===== config.mk =====
export PLATFORM = sky130hd
export DESIGN_NAME = deque_with_cursor_flat
export DESIGN_NICKNAME = d
export VERILOG_FILES = /design/src/rtl/dq_pkg.sv /design/src/rtl/dq_in_if.sv /design/src/rtl/dq_out_if.sv /design/src/rtl/dq_ram.sv /design/src/rtl/dq_ctrl.sv /design/src/rtl/dq_dp.sv /design/src/rtl/deque_with_cursor.sv /design/src/flat_wrapper.sv
export SDC_FILE = /design/constraint.sdc
export NUM_CORES = 1
export LEC_CHECK = 0
export BUFFER_PORTS_ARGS = -buffer_cell sky130_fd_sc_hd__buf_2
export CAP_MARGIN = 40
export CORE_AREA = 2 2 202 204
export CTS_CLUSTER_DIAMETER = 50
export DETAILED_ROUTE_END_ITERATION = 8
export DIE_AREA = 0 0 204 206
export GPL_ROUTABILITY_DRIVEN = 0
export PLACE_DENSITY = 0.77
export SETUP_SLACK_MARGIN = 0.5
export SYNTH_ARGS = -nofsm -noshare
export SYNTH_HDL_FRONTEND = slang
export SYNTH_HIERARCHICAL = 1
export SYNTH_SLANG_ARGS = --single-unit

===== constraint.sdc =====
create_clock -name clk_i -period 7.2 [get_ports clk_i]
set_clock_uncertainty 0.05 [all_clocks]
set_input_delay 1.08 -clock clk_i [delete_from_list [all_inputs] [get_ports clk_i]]
set_output_delay 1.08 -clock clk_i [all_outputs]
set_load 0.005 [all_outputs]

===== src/rtl/dq_pkg.sv =====
package dq_pkg;

  localparam int unsigned DEPTH_DEF      = 16;
  localparam int unsigned DATA_WIDTH_DEF = 32;

  // operation codes carried in the op field
  localparam logic [2:0] OP_PUSH_FRONT = 3'd0;
  localparam logic [2:0] OP_PUSH_BACK  = 3'd1;
  localparam logic [2:0] OP_POP_FRONT  = 3'd2;
  localparam logic [2:0] OP_POP_BACK   = 3'd3;
  localparam logic [2:0] OP_CUR_FRONT  = 3'd4;
  localparam logic [2:0] OP_CUR_BACK   = 3'd5;
  localparam logic [2:0] OP_NEXT       = 3'd6;
  localparam logic [2:0] OP_PREV       = 3'd7;

  // controller -> datapath
  typedef struct packed {
    logic take;     // item accepted this cycle, commit pointer update
    logic load_rd;  // RAM read data is ready, load it into the result
  } dq_cmd_t;

  // datapath -> controller
  typedef struct packed {
    logic need_rd;  // the pending item returns a stored word
    logic out_free; // result register can take a new result at this edge
  } dq_sts_t;

endpackage


===== src/rtl/dq_in_if.sv =====
interface dq_in_if #(
  parameter int unsigned DATA_WIDTH = dq_pkg::DATA_WIDTH_DEF
);
  logic                  valid;
  logic                  ready;
  logic [2:0]            op;
  logic [DATA_WIDTH-1:0] data_in;

  modport source (output valid, output op, output data_in, input ready);
  modport sink   (input valid, input op, input data_in, output ready);
endinterface


===== src/rtl/dq_out_if.sv =====
interface dq_out_if #(
  parameter int unsigned DATA_WIDTH = dq_pkg::DATA_WIDTH_DEF,
  parameter int unsigned CNT_WIDTH  = $clog2(dq_pkg::DEPTH_DEF + 1)
);
  logic                  valid;
  logic                  ready;
  logic [DATA_WIDTH-1:0] data_out;
  logic                  data_valid;
  logic                  is_empty;
  logic [CNT_WIDTH-1:0]  entry_count;
  logic                  push_dropped;

  modport source (output valid, output data_out, output data_valid, output is_empty,
                  output entry_count, output push_dropped, input ready);
  modport sink   (input valid, input data_out, input data_valid, input is_empty,
                  input entry_count, input push_dropped, output ready);
endinterface


===== src/rtl/dq_ram.sv =====
module dq_ram #(
  parameter int unsigned WIDTH = dq_pkg::DATA_WIDTH_DEF,
  parameter int unsigned DEPTH = dq_pkg::DEPTH_DEF
) (
  input  logic                     clk_i,
  input  logic                     we_i,
  input  logic [$clog2(DEPTH)-1:0] waddr_i,
  input  logic [WIDTH-1:0]         wdata_i,
  input  logic                     re_i,
  input  logic [$clog2(DEPTH)-1:0] raddr_i,
  output logic [WIDTH-1:0]         rdata_o
);

  logic [WIDTH-1:0] mem [DEPTH];
  logic [WIDTH-1:0] rdata_q;

  always_ff @(posedge clk_i) begin
    if (we_i) begin
      mem[waddr_i] <= wdata_i;
    end
    if (re_i) begin
      rdata_q <= mem[raddr_i];
    end
  end

  assign rdata_o = rdata_q;

endmodule


===== src/rtl/dq_ctrl.sv =====
module dq_ctrl (
  input  logic            clk_i,
  input  logic            rst_ni,
  input  logic            in_valid_i,
  output logic            in_ready_o,
  input  dq_pkg::dq_sts_t sts_i,
  output dq_pkg::dq_cmd_t cmd_o
);

  localparam logic S_IDLE = 1'b0;
  localparam logic S_READ = 1'b1;

  logic state_q, state_d;
  logic take;

  assign in_ready_o = (state_q == S_IDLE) && sts_i.out_free;
  assign take       = in_valid_i && in_ready_o;

  always_comb begin
    state_d       = state_q;
    cmd_o.take    = 1'b0;
    cmd_o.load_rd = 1'b0;
    case (state_q)
      S_IDLE: begin
        cmd_o.take = take;
        if (take && sts_i.need_rd) begin
          state_d = S_READ;
        end
      end
      S_READ: begin
        cmd_o.load_rd = 1'b1;
        state_d       = S_IDLE;
      end
      default: begin
        state_d = S_IDLE;
      end
    endcase
  end

  always_ff @(posedge clk_i or negedge rst_ni) begin
    if (!rst_ni) begin
      state_q <= S_IDLE;
    end else begin
      state_q <= state_d;
    end
  end

  a_read_one_cycle: assert property (@(posedge clk_i) disable iff (!rst_ni)
    state_q == S_READ |=> state_q == S_IDLE)
    else $error("read wait lasted more than one cycle");

  a_no_take_in_read: assert property (@(posedge clk_i) disable iff (!rst_ni)
    state_q == S_READ |-> !cmd_o.take)
    else $error("item taken while a read is pending");

endmodule


===== src/rtl/dq_dp.sv =====
module dq_dp #(
  parameter int unsigned DEPTH      = dq_pkg::DEPTH_DEF,
  parameter int unsigned DATA_WIDTH = dq_pkg::DATA_WIDTH_DEF,
  localparam int unsigned IdxW      = $clog2(DEPTH),
  localparam int unsigned CntW      = $clog2(DEPTH + 1)
) (
  input  logic                  clk_i,
  input  logic                  rst_ni,
  input  dq_pkg::dq_cmd_t       cmd_i,
  output dq_pkg::dq_sts_t       sts_o,
  input  logic [2:0]            op_i,
  input  logic [DATA_WIDTH-1:0] data_in_i,
  output logic                  out_valid_o,
  input  logic                  out_ready_i,
  output logic [DATA_WIDTH-1:0] data_out_o,
  output logic                  data_valid_o,
  output logic                  is_empty_o,
  output logic [CntW-1:0]       entry_count_o,
  output logic                  push_dropped_o
);

  localparam int unsigned SumW = CntW + 1;

  logic [IdxW-1:0] head_q, head_d, cur_q, cur_d;
  logic [CntW-1:0] fill_q, fill_d;
  logic            live_q, live_d;

  logic            full, empty;
  logic [SumW-1:0] sum, sum_m1, back_raw, tail_raw;
  logic [IdxW-1:0] back_slot, tail, tail_dec;
  logic [IdxW-1:0] head_inc, head_dec, cur_inc, cur_dec;

  logic            wr_en, need_rd, dropped;
  logic [IdxW-1:0] wr_addr, rd_addr, slot;
  logic [DATA_WIDTH-1:0] rd_data;

  logic                  out_valid_q;
  logic [DATA_WIDTH-1:0] data_out_q;
  logic                  data_valid_q, is_empty_q, dropped_q;
  logic [CntW-1:0]       count_q;

  assign full  = fill_q == CntW'(DEPTH);
  assign empty = fill_q == '0;

  // ring positions; sums stay below twice DEPTH, so one subtract wraps them
  assign sum       = SumW'(head_q) + SumW'(fill_q);
  assign sum_m1    = sum - SumW'(1);
  assign back_raw  = (sum >= SumW'(DEPTH)) ? sum - SumW'(DEPTH) : sum;
  assign tail_raw  = (sum_m1 >= SumW'(DEPTH)) ? sum_m1 - SumW'(DEPTH) : sum_m1;
  assign back_slot = back_raw[IdxW-1:0];
  assign tail      = tail_raw[IdxW-1:0];

  assign head_inc = (head_q == IdxW'(DEPTH - 1)) ? '0 : head_q + IdxW'(1);
  assign head_dec = (head_q == '0) ? IdxW'(DEPTH - 1) : head_q - IdxW'(1);
  assign cur_inc  = (cur_q == IdxW'(DEPTH - 1)) ? '0 : cur_q + IdxW'(1);
  assign cur_dec  = (cur_q == '0) ? IdxW'(DEPTH - 1) : cur_q - IdxW'(1);
  assign tail_dec = (tail == '0) ? IdxW'(DEPTH - 1) : tail - IdxW'(1);

  always_comb begin
    head_d  = head_q;
    fill_d  = fill_q;
    cur_d   = cur_q;
    live_d  = live_q;
    wr_en   = 1'b0;
    wr_addr = head_q;
    need_rd = 1'b0;
    rd_addr = cur_q;
    dropped = 1'b0;
    slot    = head_q;
    case (op_i)
      dq_pkg::OP_PUSH_FRONT, dq_pkg::OP_PUSH_BACK: begin
        if (full) begin
          dropped = 1'b1;
        end else begin
          wr_en = 1'b1;
          if (empty) begin
            wr_addr = head_q;
            cur_d   = head_q;
            live_d  = 1'b1;
          end else if (op_i == dq_pkg::OP_PUSH_FRONT) begin
            head_d  = head_dec;
            wr_addr = head_dec;
          end else begin
            wr_addr = back_slot;
          end
          fill_d = fill_q + CntW'(1);
        end
      end
      dq_pkg::OP_POP_FRONT, dq_pkg::OP_POP_BACK: begin
        if (!empty) begin
          slot    = (op_i == dq_pkg::OP_POP_FRONT) ? head_q : tail;
          need_rd = 1'b1;
          rd_addr = slot;
          if (fill_q == CntW'(1)) begin
            fill_d = '0;
            live_d = 1'b0;
          end else begin
            fill_d = fill_q - CntW'(1);
            if (op_i == dq_pkg::OP_POP_FRONT) begin
              head_d = head_inc;
            end
            // entry under the cursor leaves: cursor goes to the new end
            if (live_q && cur_q == slot) begin
              cur_d = (op_i == dq_pkg::OP_POP_FRONT) ? head_inc : tail_dec;
            end
          end
        end
      end
      dq_pkg::OP_CUR_FRONT, dq_pkg::OP_CUR_BACK: begin
        if (empty) begin
          live_d = 1'b0;
        end else begin
          cur_d  = (op_i == dq_pkg::OP_CUR_FRONT) ? head_q : tail;
          live_d = 1'b1;
        end
      end
      dq_pkg::OP_NEXT, dq_pkg::OP_PREV: begin
        if (live_q && !empty) begin
          need_rd = 1'b1;
          rd_addr = cur_q;
          if (op_i == dq_pkg::OP_NEXT) begin
            if (cur_q == tail) live_d = 1'b0;
            else               cur_d  = cur_inc;
          end else begin
            if (cur_q == head_q) live_d = 1'b0;
            else                 cur_d  = cur_dec;
          end
        end
      end
      default: begin
        need_rd = 1'b0;
      end
    endcase
  end

  dq_ram #(
    .WIDTH (DATA_WIDTH),
    .DEPTH (DEPTH)
  ) u_ram (
    .clk_i   (clk_i),
    .we_i    (cmd_i.take && wr_en),
    .waddr_i (wr_addr),
    .wdata_i (data_in_i),
    .re_i    (cmd_i.take && need_rd),
    .raddr_i (rd_addr),
    .rdata_o (rd_data)
  );

  assign sts_o.need_rd  = need_rd;
  assign sts_o.out_free = !out_valid_q || out_ready_i;

  always_ff @(posedge clk_i or negedge rst_ni) begin
    if (!rst_ni) begin
      head_q      <= '0;
      fill_q      <= '0;
      cur_q       <= '0;
      live_q      <= 1'b0;
      out_valid_q <= 1'b0;
    end else begin
      if (cmd_i.take) begin
        head_q <= head_d;
        fill_q <= fill_d;
        cur_q  <= cur_d;
        live_q <= live_d;
      end
      if ((cmd_i.take && !need_rd) || cmd_i.load_rd) begin
        out_valid_q <= 1'b1;
      end else if (out_ready_i) begin
        out_valid_q <= 1'b0;
      end
    end
  end

  always_ff @(posedge clk_i) begin
    if (cmd_i.take) begin
      data_out_q   <= '0;
      data_valid_q <= need_rd;
      is_empty_q   <= fill_d == '0;
      count_q      <= fill_d;
      dropped_q    <= dropped;
    end else if (cmd_i.load_rd) begin
      data_out_q <= rd_data;
    end
  end

  assign out_valid_o    = out_valid_q;
  assign data_out_o     = data_out_q;
  assign data_valid_o   = data_valid_q;
  assign is_empty_o     = is_empty_q;
  assign entry_count_o  = count_q;
  assign push_dropped_o = dropped_q;

  a_fill_bound: assert property (@(posedge clk_i) disable iff (!rst_ni)
    fill_q <= CntW'(DEPTH))
    else $error("fill count beyond ring depth");

  a_live_nonempty: assert property (@(posedge clk_i) disable iff (!rst_ni)
    live_q |-> fill_q != '0)
    else $error("cursor live on an empty queue");

  a_drop_holds: assert property (@(posedge clk_i) disable iff (!rst_ni)
    cmd_i.take && dropped |=> fill_q == $past(fill_q) && head_q == $past(head_q))
    else $error("dropped push changed the queue");

endmodule


===== src/rtl/deque_with_cursor.sv =====
// Double-ended queue of data words with a traversal cursor.
//
// Input channel in_i carries op and data_in; an item is taken when valid and
// ready are both high. op selects push front/back, pop front/back, cursor to
// front/back, or read at the cursor and step next/prev. Every item yields one
// result on out_o: the popped or read word with data_valid, the entry count
// and empty flag after the operation, and push_dropped for a push into a full
// ring.
//
// Pushes and cursor placement load the output register at the accepting
// edge, so the result is offered in the next cycle; pops and cursor reads
// of a stored word pass the registered read port of the ring RAM and the
// S_READ state, in which no new item is taken. Pushes and cursor placement
// run at one item per cycle while the receiver keeps ready high.
//
// Reset empties the queue and invalidates the cursor; the ring contents are
// not cleared. When the receiver holds ready low, the result stays in the
// output register and no new item is taken until it leaves.
module deque_with_cursor #(
  parameter int unsigned DEPTH      = dq_pkg::DEPTH_DEF,
  parameter int unsigned DATA_WIDTH = dq_pkg::DATA_WIDTH_DEF
) (
  input  logic     clk_i,
  input  logic     rst_ni,
  dq_in_if.sink    in_i,
  dq_out_if.source out_o
);

  dq_pkg::dq_cmd_t cmd;
  dq_pkg::dq_sts_t sts;

  dq_ctrl u_ctrl (
    .clk_i      (clk_i),
    .rst_ni     (rst_ni),
    .in_valid_i (in_i.valid),
    .in_ready_o (in_i.ready),
    .sts_i      (sts),
    .cmd_o      (cmd)
  );

  dq_dp #(
    .DEPTH      (DEPTH),
    .DATA_WIDTH (DATA_WIDTH)
  ) u_dp (
    .clk_i          (clk_i),
    .rst_ni         (rst_ni),
    .cmd_i          (cmd),
    .sts_o          (sts),
    .op_i           (in_i.op),
    .data_in_i      (in_i.data_in),
    .out_valid_o    (out_o.valid),
    .out_ready_i    (out_o.ready),
    .data_out_o     (out_o.data_out),
    .data_valid_o   (out_o.data_valid),
    .is_empty_o     (out_o.is_empty),
    .entry_count_o  (out_o.entry_count),
    .push_dropped_o (out_o.push_dropped)
  );

endmodule

===== src/flat_wrapper.sv =====
// flat-port wrapper written by rule: the top's interface ports become plain ports
module deque_with_cursor_flat 
#(
  parameter int unsigned DEPTH      = dq_pkg::DEPTH_DEF,
  parameter int unsigned DATA_WIDTH = dq_pkg::DATA_WIDTH_DEF
)
  (clk_i, rst_ni, in_i_valid, in_i_op, in_i_data_in, in_i_ready, out_o_valid, out_o_data_out, out_o_data_valid, out_o_is_empty, out_o_entry_count, out_o_push_dropped, out_o_ready);
  dq_in_if #(.DATA_WIDTH(DATA_WIDTH)) in_i_i ();
  dq_out_if #(.DATA_WIDTH(DATA_WIDTH)) out_o_i ();
  input  logic clk_i;
  input  logic rst_ni;
  input wire logic [$bits(in_i_i.valid)-1:0] in_i_valid;
  input wire logic [$bits(in_i_i.op)-1:0] in_i_op;
  input wire logic [$bits(in_i_i.data_in)-1:0] in_i_data_in;
  output wire logic [$bits(in_i_i.ready)-1:0] in_i_ready;
  output wire logic [$bits(out_o_i.valid)-1:0] out_o_valid;
  output wire logic [$bits(out_o_i.data_out)-1:0] out_o_data_out;
  output wire logic [$bits(out_o_i.data_valid)-1:0] out_o_data_valid;
  output wire logic [$bits(out_o_i.is_empty)-1:0] out_o_is_empty;
  output wire logic [$bits(out_o_i.entry_count)-1:0] out_o_entry_count;
  output wire logic [$bits(out_o_i.push_dropped)-1:0] out_o_push_dropped;
  input wire logic [$bits(out_o_i.ready)-1:0] out_o_ready;
  assign in_i_i.valid = in_i_valid;
  assign in_i_i.op = in_i_op;
  assign in_i_i.data_in = in_i_data_in;
  assign in_i_ready = in_i_i.ready;
  assign out_o_valid = out_o_i.valid;
  assign out_o_data_out = out_o_i.data_out;
  assign out_o_data_valid = out_o_i.data_valid;
  assign out_o_is_empty = out_o_i.is_empty;
  assign out_o_entry_count = out_o_i.entry_count;
  assign out_o_push_dropped = out_o_i.push_dropped;
  assign out_o_i.ready = out_o_ready;
  deque_with_cursor #(.DEPTH(DEPTH), .DATA_WIDTH(DATA_WIDTH)) u_core (.clk_i(clk_i), .rst_ni(rst_ni), .in_i(in_i_i), .out_o(out_o_i));
endmodule

==> results.toml, run 1 <==
[sta]
final.setup.tns_ns = 0
fin_crit_sh = 0.6597
worst_pin_slew_ns = 0.9337
finalSetupViolations = 0
grt_setup_unrepaired = "false"
achievable-frequency_mhz = 210.5
timing.final.ws_setup_ns = 2.451
slew_headroom = 0.3734
report.final.hold_viol_count = 0
final-max-slew-violation-count = 0
final_critical_delay_including_setup_and_external_delays_ns = 4.749

[floorplan]
io-pin-count = 81
fp.coreArea_um2 = 40180
die-area_um2 = 42020
fp.dieH_um = 206
fp.dieW_um = 204
initial_core_util = 0.5906
placementRows = 74

[place]
portBuffers = 80
post-place-ws_ns = 2.156
post-dp-hpwl_um = 27400

[pwr]
powerDensity_nw_per_um2 = 401.8
clockPowerShare = 0.292
power.switching_fraction = 0.3083
share_seq_of_total_power = 0.396
p_sw_w = 0.003334
comb_power_share = 0.313
leakage_nw = 8.900
ir_worst_vdd_mv = 0.4024
internal_power_w = 0.007480

[yosys]
synth_xor_area_frac = 0.009278
synth_cell_types = 63
synth_area_leader_cell = "edfxtp_1"
post_synth_most_frequent_cells = "edfxtp_1 (552), mux4_2 (128), a22oi_1 (64)"
ys_seq_area_frac = 0.7423
synth-seq-cells = 600
most_frequent_cell_after_synthesis = "edfxtp_1"
syn_inst = 1251
synth_top_cell_area_share = 0.6984
synth-compound-area-share = 0.04497
synth_area_in_adders = 0.008224
syn_area_per_cell_um2 = 18.97
ys_top_cells_by_area = "edfxtp_1 (70%), mux4_2 (12%), dfxtp_1 (2.7%)"
synth.mux.area_fraction = 0.1408
synth_top_family_by_area = "multiplexers"
mappedNetlistArea_um2 = 23730
syn-num-nets = 1305
synth_edf_count = 552
yosys.area_share.simple = 0.03653
yosysWarningCount = 6
synth_flop_cell = "edfxtp_1"
asyncSetResetFlopFracSynth = 0.02667

[worst_setup_path]
worst_path_max_delay_cell = "o21ai_0"
critical_r2r_launch = "u_core/u_dp/head_q[0]$_DFFE_PN0P_"
timing.reg2reg.worst_path_depth = 14
arrival_ns = 5.05
critical-path-top-cell-by-count = "nand2_1"
start_kind = "flop"
endpoint_kind = "flop"
critPathMaxFanout = 20
timing.setup.critical_path_class = "reg2reg"
cpPeakStageDelay_ns = 0.64
timing.critical_path.required_ns = 7.50
reg2reg_to = "u_core/u_dp/u_ram/rdata_o[2]$_DFFE_PP_"
critical_path.cell_chain = "ha_1 -> fa_1 -> xnor2_2 -> ha_1 -> nand2_1 -> and3_1 -> xnor3_1 -> nand2_1 -> xnor2_1 -> o21ai_0 -> nor2_4 -> buf_4 -> a22oi_1 -> nand2_1"
flop2flop_setup_slack_ns = 2.45

[grt]
grt_start_max_net_pins = 129
grt_pass1_vias = 12370
grt_pass1_wl_um = 77820
grt_antenna_before_repair = 4
gr-usage-all-layers = 0.2550
gr-total-overflow = 0

[routing]
drtIter0Drc = 1369
detailroute.via_count = 12450
ant_nets = 0
detail_route.vias_per_cell = 6.464
first_pass_iters = 5
routed_wl_um = 52280
detail_route.drc_violations = 0
wl_per_cell_um = 27.15

[cts]
cts_inserted_buffers = 58
clock_tree.root_cell = "clkbuf_16"
clk_pin_slew_ns = 0.06
cts.repair_timing.setup_buffer_count = 0
clock_latency_ns = 0.62
cts-htree-levels = 2
cts_resized = 0
cts_tree = "done"
ctsLongestPathBuffers = 3
post_cts_hold_buffer_count = 0
clock-sinks = 600

[layout]
final_nets = 1398
layout-drive-gt1-share = 0.2635
syn_to_final_growth_pct = 13.39

[job]
maxCapViolations = 0

[outcome]
result_of_the_run = "finished clean"

[worst_hold_path]
hp-class = "in2async"
## cell usage in the layout (no fill, tap or decap), drive strengths merged, types with 3 or more instances in the layout
| cell type | count |
|---|---|
| dfrtp | 16 |
| a21o | 4 |
| ha | 14 |
| mux2 | 7 |
| mux2i | 38 |
| and2 | 4 |
| nand2b | 4 |
| nand3 | 16 |
| nand4 | 4 |
| o211ai | 4 |
| a22oi | 64 |
| nor2 | 62 |
| xnor2 | 13 |
| buf | 111 |
| nand2 | 59 |
| nor3 | 14 |
| clkinvlp | 4 |
| o21ai | 32 |
| a31oi | 4 |
| inv | 24 |
| dfxtp | 32 |
| xor2 | 6 |
| mux4 | 128 |
| clkinv | 13 |
| a21oi | 26 |
| a41oi | 3 |
| clkbuf | 79 |
| edfxtp | 552 |
| and3 | 6 |
| bufinv | 8 |
| a221oi | 6 |
## worst max-delay path: cells and delay by family, from the launching register on
kind,cells,cell delay [ns]
AOI/OAI and AO/OA,2,0.92
xor gates and xnor gates,3,0.83
adders and majority gates,3,0.97
buffers and inverters,1,0.37
DFF,1,0.56
and+or+nand+nor,5,0.75
## power by group through the flow
| stage | registers (W) | clock network (W) | logic (W) |
|---|---|---|---|
| floorplan | 0.00426 | 0 | 0.00252 |
| global placement | 0.00434 | 0 | 0.00320 |
| detailed placement | 0.00435 | 0 | 0.00333 |
| CTS | 0.00428 | 0.00319 | 0.00337 |
| global route | 0.00430 | 0.00332 | 0.00365 |
| finish | 0.00428 | 0.00315 | 0.00338 |
## cell type report
type / count / area [um2]
sequential: 600 / 17620
fill: 2551 / 13270
multi-input combinational: 554 / 5849
clock buffer: 79 / 1622
timing repair buffer: 111 / 695.7
tap: 532 / 665.6
clock inverter: 30 / 387.9
inverter: 19 / 71.32
antenna: 1 / 2.502
## layer usage
metal | share of wire | GRT usage | wire (um) | vias to the layer above
met5 | 0.00077 | 0 | 40 | -
met4 | 0.023 | 0.07997 | 1224 | 6
met3 | 0.082 | 0.04699 | 4310 | 102
met2 | 0.49 | 0.4155 | 25840 | 628
met1 | 0.40 | 0.3566 | 20860 | 6451
li1 | - | - | - | 5263
## cell families (layout without fill, tap and decap cells)
family,Yosys count,count (layout)
AND/OR/NAND/NOR,186,186
buffers and inverters,97,239
AO/OA/AOI/OAI,159,159
XOR/XNOR,21,21
other,0,1
flip-flops,600,600
multiplexers,173,173
adder cells (fa/ha/maj),15,15
## sequential cells by signal, indices dropped and copies added, names as in the netlist
signal / cells
u_core/u_dp/entry_count_o: 5
u_core/u_dp/is_empty_o: 1
u_core/u_dp/u_ram/mem: 512
u_core/u_dp/data_out_o: 32
u_core/u_dp/u_ram/rdata_o: 32
u_core/u_ctrl/state_q: 1
u_core/u_dp/data_valid_o: 1
u_core/u_dp/push_dropped_o: 1
u_core/u_dp/live_q: 1
u_core/u_dp/head_q: 4
u_core/u_dp/out_valid_o: 1
u_core/u_dp/cur_q: 4
u_core/u_dp/fill_q: 5
## stage by stage
stage / std cells / power, W / util / area (um2) / hold WS, ns
after CTS: 1925 / 0.01084 / 0.6697 / 26910 / 0.3281
after floorplan: 1251 / 0.006776 / - / 23730 / 0.4063
final: 1926 / 0.01081 / 0.6697 / 26910 / 0.3334
after global routing: 1926 / 0.01126 / 0.6697 / 26910 / 0.3543
after detailed placement: 1816 / 0.007677 / 0.6197 / 24900 / 0.4250
after global placement: 1811 / 0.007540 / 0.6175 / 24810 / 0.4104
## how the worst max path moves through the flow
stage                                 startpoint                                 endpoint
2_1_floorplan                        out_o_ready    u_core/u_dp/u_ram/mem[0][0]$_DFFE_PP_
3_3_place_gp                          in_i_op[1]  u_core/u_dp/u_ram/rdata_o[17]$_DFFE_PP_
3_5_place_dp                          in_i_op[1]   u_core/u_dp/u_ram/rdata_o[2]$_DFFE_PP_
4_1_cts        u_core/u_dp/head_q[0]$_DFFE_PN0P_   u_core/u_dp/u_ram/rdata_o[2]$_DFFE_PP_
5_1_grt        u_core/u_dp/head_q[0]$_DFFE_PN0P_   u_core/u_dp/u_ram/rdata_o[2]$_DFFE_PP_
6_report       u_core/u_dp/head_q[0]$_DFFE_PN0P_   u_core/u_dp/u_ram/rdata_o[2]$_DFFE_PP_
(Power assumes the default switching activity.)
==> run 2, diff against run 1 <==
CORE_AREA = 2 2 209 211   (was 2 2 202 204)
DIE_AREA = 0 0 211 213   (was 0 0 204 206)
PLACE_DENSITY = 0.76   (was 0.77)
clock period = 4.1 ns   (was 7.2 ns; I/O delays follow)
==> run 2 against run 1 <==
Compared with the run above:
- critical path type unchanged
- core utilization decreased by 2.0 points
- non-clock buffer count rose by 57
- total power is 84% higher
==> results.toml, run 2 (same netlist as run 1, synthesis figures left out) <==
[floorplan]
die-area_um2 = 44940
fp.dieH_um = 213
io-pin-count = 81
initial_core_util = 0.5559
placementRows = 76
fp.coreArea_um2 = 42700
fp.dieW_um = 211

[pwr]
powerDensity_nw_per_um2 = 717.0
leakage_nw = 9.300
ir_worst_vdd_mv = 0.5710

[sta]
worst_pin_slew_ns = 0.7455
finalSetupViolations = 0
fin_crit_sh = 0.8733
final-max-slew-violation-count = 0
timing.final.ws_setup_ns = 0.5193
final_critical_delay_including_setup_and_external_delays_ns = 3.581
slew_headroom = 0.5030
report.final.hold_viol_count = 0
grt_setup_unrepaired = "true"
achievable-frequency_mhz = 279.3

[worst_setup_path]
critPathTopFamily = "simple AND/OR/NAND/NOR gates"
reg2reg_to = "u_core/u_dp/u_ram/mem[9][20]$_DFFE_PP_"
critical_r2r_launch = "u_core/u_dp/fill_q[1]$_DFFE_PN0P_"
start_kind = "flop"
critPathMaxFanout = 15
arrival_ns = 3.83
timing.setup.critical_path_class = "reg2reg"
timing.reg2reg.worst_path_depth = 11
critical_path.cell_chain = "inv_1 -> ha_1 -> or3b_4 -> and2_1 -> nand3_1 -> o21ai_0 -> a221oi_2 -> nand3b_1 -> buf_4 -> nor2_4 -> buf_4"
worst_path_max_delay_cell = "a221oi_2"
critical-path-top-cell-by-count = "buf_4"
cpPeakStageDelay_ns = 0.49
endpoint_kind = "flop"
flop2flop_setup_slack_ns = 0.52
cp.buffers_inverters = 3
timing.critical_path.required_ns = 4.35

[layout]
largest_register_ff_count = 512
post-route-cell-area_um2 = 27740
final_nets = 1456
regMostFlops = "u_core/u_dp/u_ram/mem"
multi_input_comb_area_um2 = 5956
final_cell_mix = "edfxtp_1 (552), mux4_2 (128), buf_2 (80), buf_4 (61)"
ff_latch_area_um2 = 17620
syn_to_final_growth_pct = 16.86
layout-drive-gt1-share = 0.3092
layout_commonest_cell = "edfxtp_1"
fillers = 2727

[place]
portBuffers = 80
post-dp-hpwl_um = 29500
post-place-ws_ns = 0.1943
place_area_um2 = 25320

[routing]
detail_route.drc_violations = 0
detail_route.vias_per_cell = 6.307
ant_nets = 0
detailroute.via_count = 12610
wl_per_cell_um = 26.63
drtIter0Drc = 1202
routed_wl_um = 53230
first_pass_iters = 5

[grt]
gr-usage-all-layers = 0.2421
grt_antenna_before_repair = 2
grt_pass1_vias = 12700
gr-total-overflow = 0
grt_start_max_net_pins = 53
grt_pass1_wl_um = 79360

[outcome]
result_of_the_run = "finished clean"

[worst_hold_path]
worstHoldStart = "in_i_valid"
worst_hold_path_cell_count = 2
hp-class = "in2reg"
capture_endpoint_of_the_worst_hold_path = "u_core/u_ctrl/state_q$_DFF_PN0_"

[cts]
cts_tree = "done"
clock_latency_ns = 0.63
clock-sinks = 600
cts_inserted_buffers = 59
cts-htree-levels = 2
ctsLongestPathBuffers = 3
clk_pin_slew_ns = 0.06
clock_tree.root_cell = "clkbuf_16"

[job]
maxCapViolations = 0
==> run 2: cell count changes in the layout (fill, tap and decap cells not counted), moves of 4 or more <==
cell and delta:
clkinv_2 +4, clkbuf_1 -7, a22oi_2 +6, buf_4 +35, nor3_4 +4, buf_6 +6
clkbuf_8 +6, clkinvlp_4 -4, buf_12 +17, a22oi_1 -6, nor3_2 -4
==> run 2: report_power, final <==
part	total, W	switching (W)	internal (W)
clock	0.00568	0.00229	0.00339
sequential	0.00747	0.000264	0.00721
combinational	0.00674	0.00358	0.00316
total	0.0199	0.00614	0.0137
==> run 2: worst max path at each step <==
stage	from	endpoint	slack (ns)	cells after the start
CTS	u_core/u_dp/fill_q[0]$_DFFE_PN0P_	u_core/u_dp/u_ram/rdata_o[24]$_DFFE_PP_	0.46	15
floorplan	in_i_op[0]	u_core/u_dp/u_ram/mem[6][0]$_DFFE_PP_	-0.006	7
global placement	u_core/u_dp/head_q[1]$_DFFE_PN0P_	u_core/u_dp/u_ram/mem[12][16]$_DFFE_PP_	0.27	10
finish	u_core/u_dp/fill_q[1]$_DFFE_PN0P_	u_core/u_dp/u_ram/mem[9][20]$_DFFE_PP_	0.52	11
detailed placement	u_core/u_dp/fill_q[0]$_DFFE_PN0P_	u_core/u_dp/u_ram/rdata_o[5]$_DFFE_PP_	0.19	11
global route	u_core/u_dp/fill_q[1]$_DFFE_PN0P_	u_core/u_dp/u_ram/mem[9][29]$_DFFE_PP_	0.41	11
==> run 2: layout make-up <==
cell class              count  share of cell area
clock inverters            33             0.01421
flip-flops and latches    600              0.6353
clock buffers              78             0.06049
repair buffers            168             0.04800
inverters                  19            0.002571
multi-input cells         554              0.2147
diodes                      1          0.00009022
well taps                 546             0.02463
==> run 2: layer usage <==
layer / vias to the layer above / share of wire / track usage
met5: - / 0.00026 / 0
met4: 2 / 0.025 / 0.07892
met2: 580 / 0.51 / 0.4059
li1: 5381 / - / -
met3: 96 / 0.073 / 0.04633
met1: 6549 / 0.39 / 0.3243
==> run 2: worst reg2reg max path, cell delays in order (launching register included) <==
cell and delay [ns]:
dfrtp_1 0.45, inv_1 0.17, ha_1 0.22, or3b_4 0.45, and2_1 0.22, nand3_1 0.10, o21ai_0 0.11, a221oi_2 0.49
nand3b_1 0.31, buf_4 0.25, nor2_4 0.12, buf_4 0.30
==> run 2: per-stage QoR <==
| step | total power (W) | utilization | hold slack, ns | instances | TNS, ns |
|---|---|---|---|---|---|
| finish | 0.01989 | 0.6496 | 0.2578 | 1999 | 0 |
| floorplan | 0.01192 | - | 0.2694 | 1251 | -0.3842 |
| global route | 0.02075 | 0.6496 | 0.2693 | 1999 | 0 |
| detailed placement | 0.01383 | 0.5931 | 0.4233 | 1864 | 0 |
| global placement | 0.01368 | 0.5929 | 0.4124 | 1863 | 0 |
| CTS | 0.01970 | 0.6454 | 0.2339 | 1982 | 0 |
==> run 2: what timing repair did <==
action / CTS / global route
setup endpoints to repair: 308 / 440
resized for setup: 16 / 14
hold buffers: 1 / 0
endpoints found under the hold margin: 16 / 0
pin swaps: 3 / 3
buffers inserted: 6 / 16
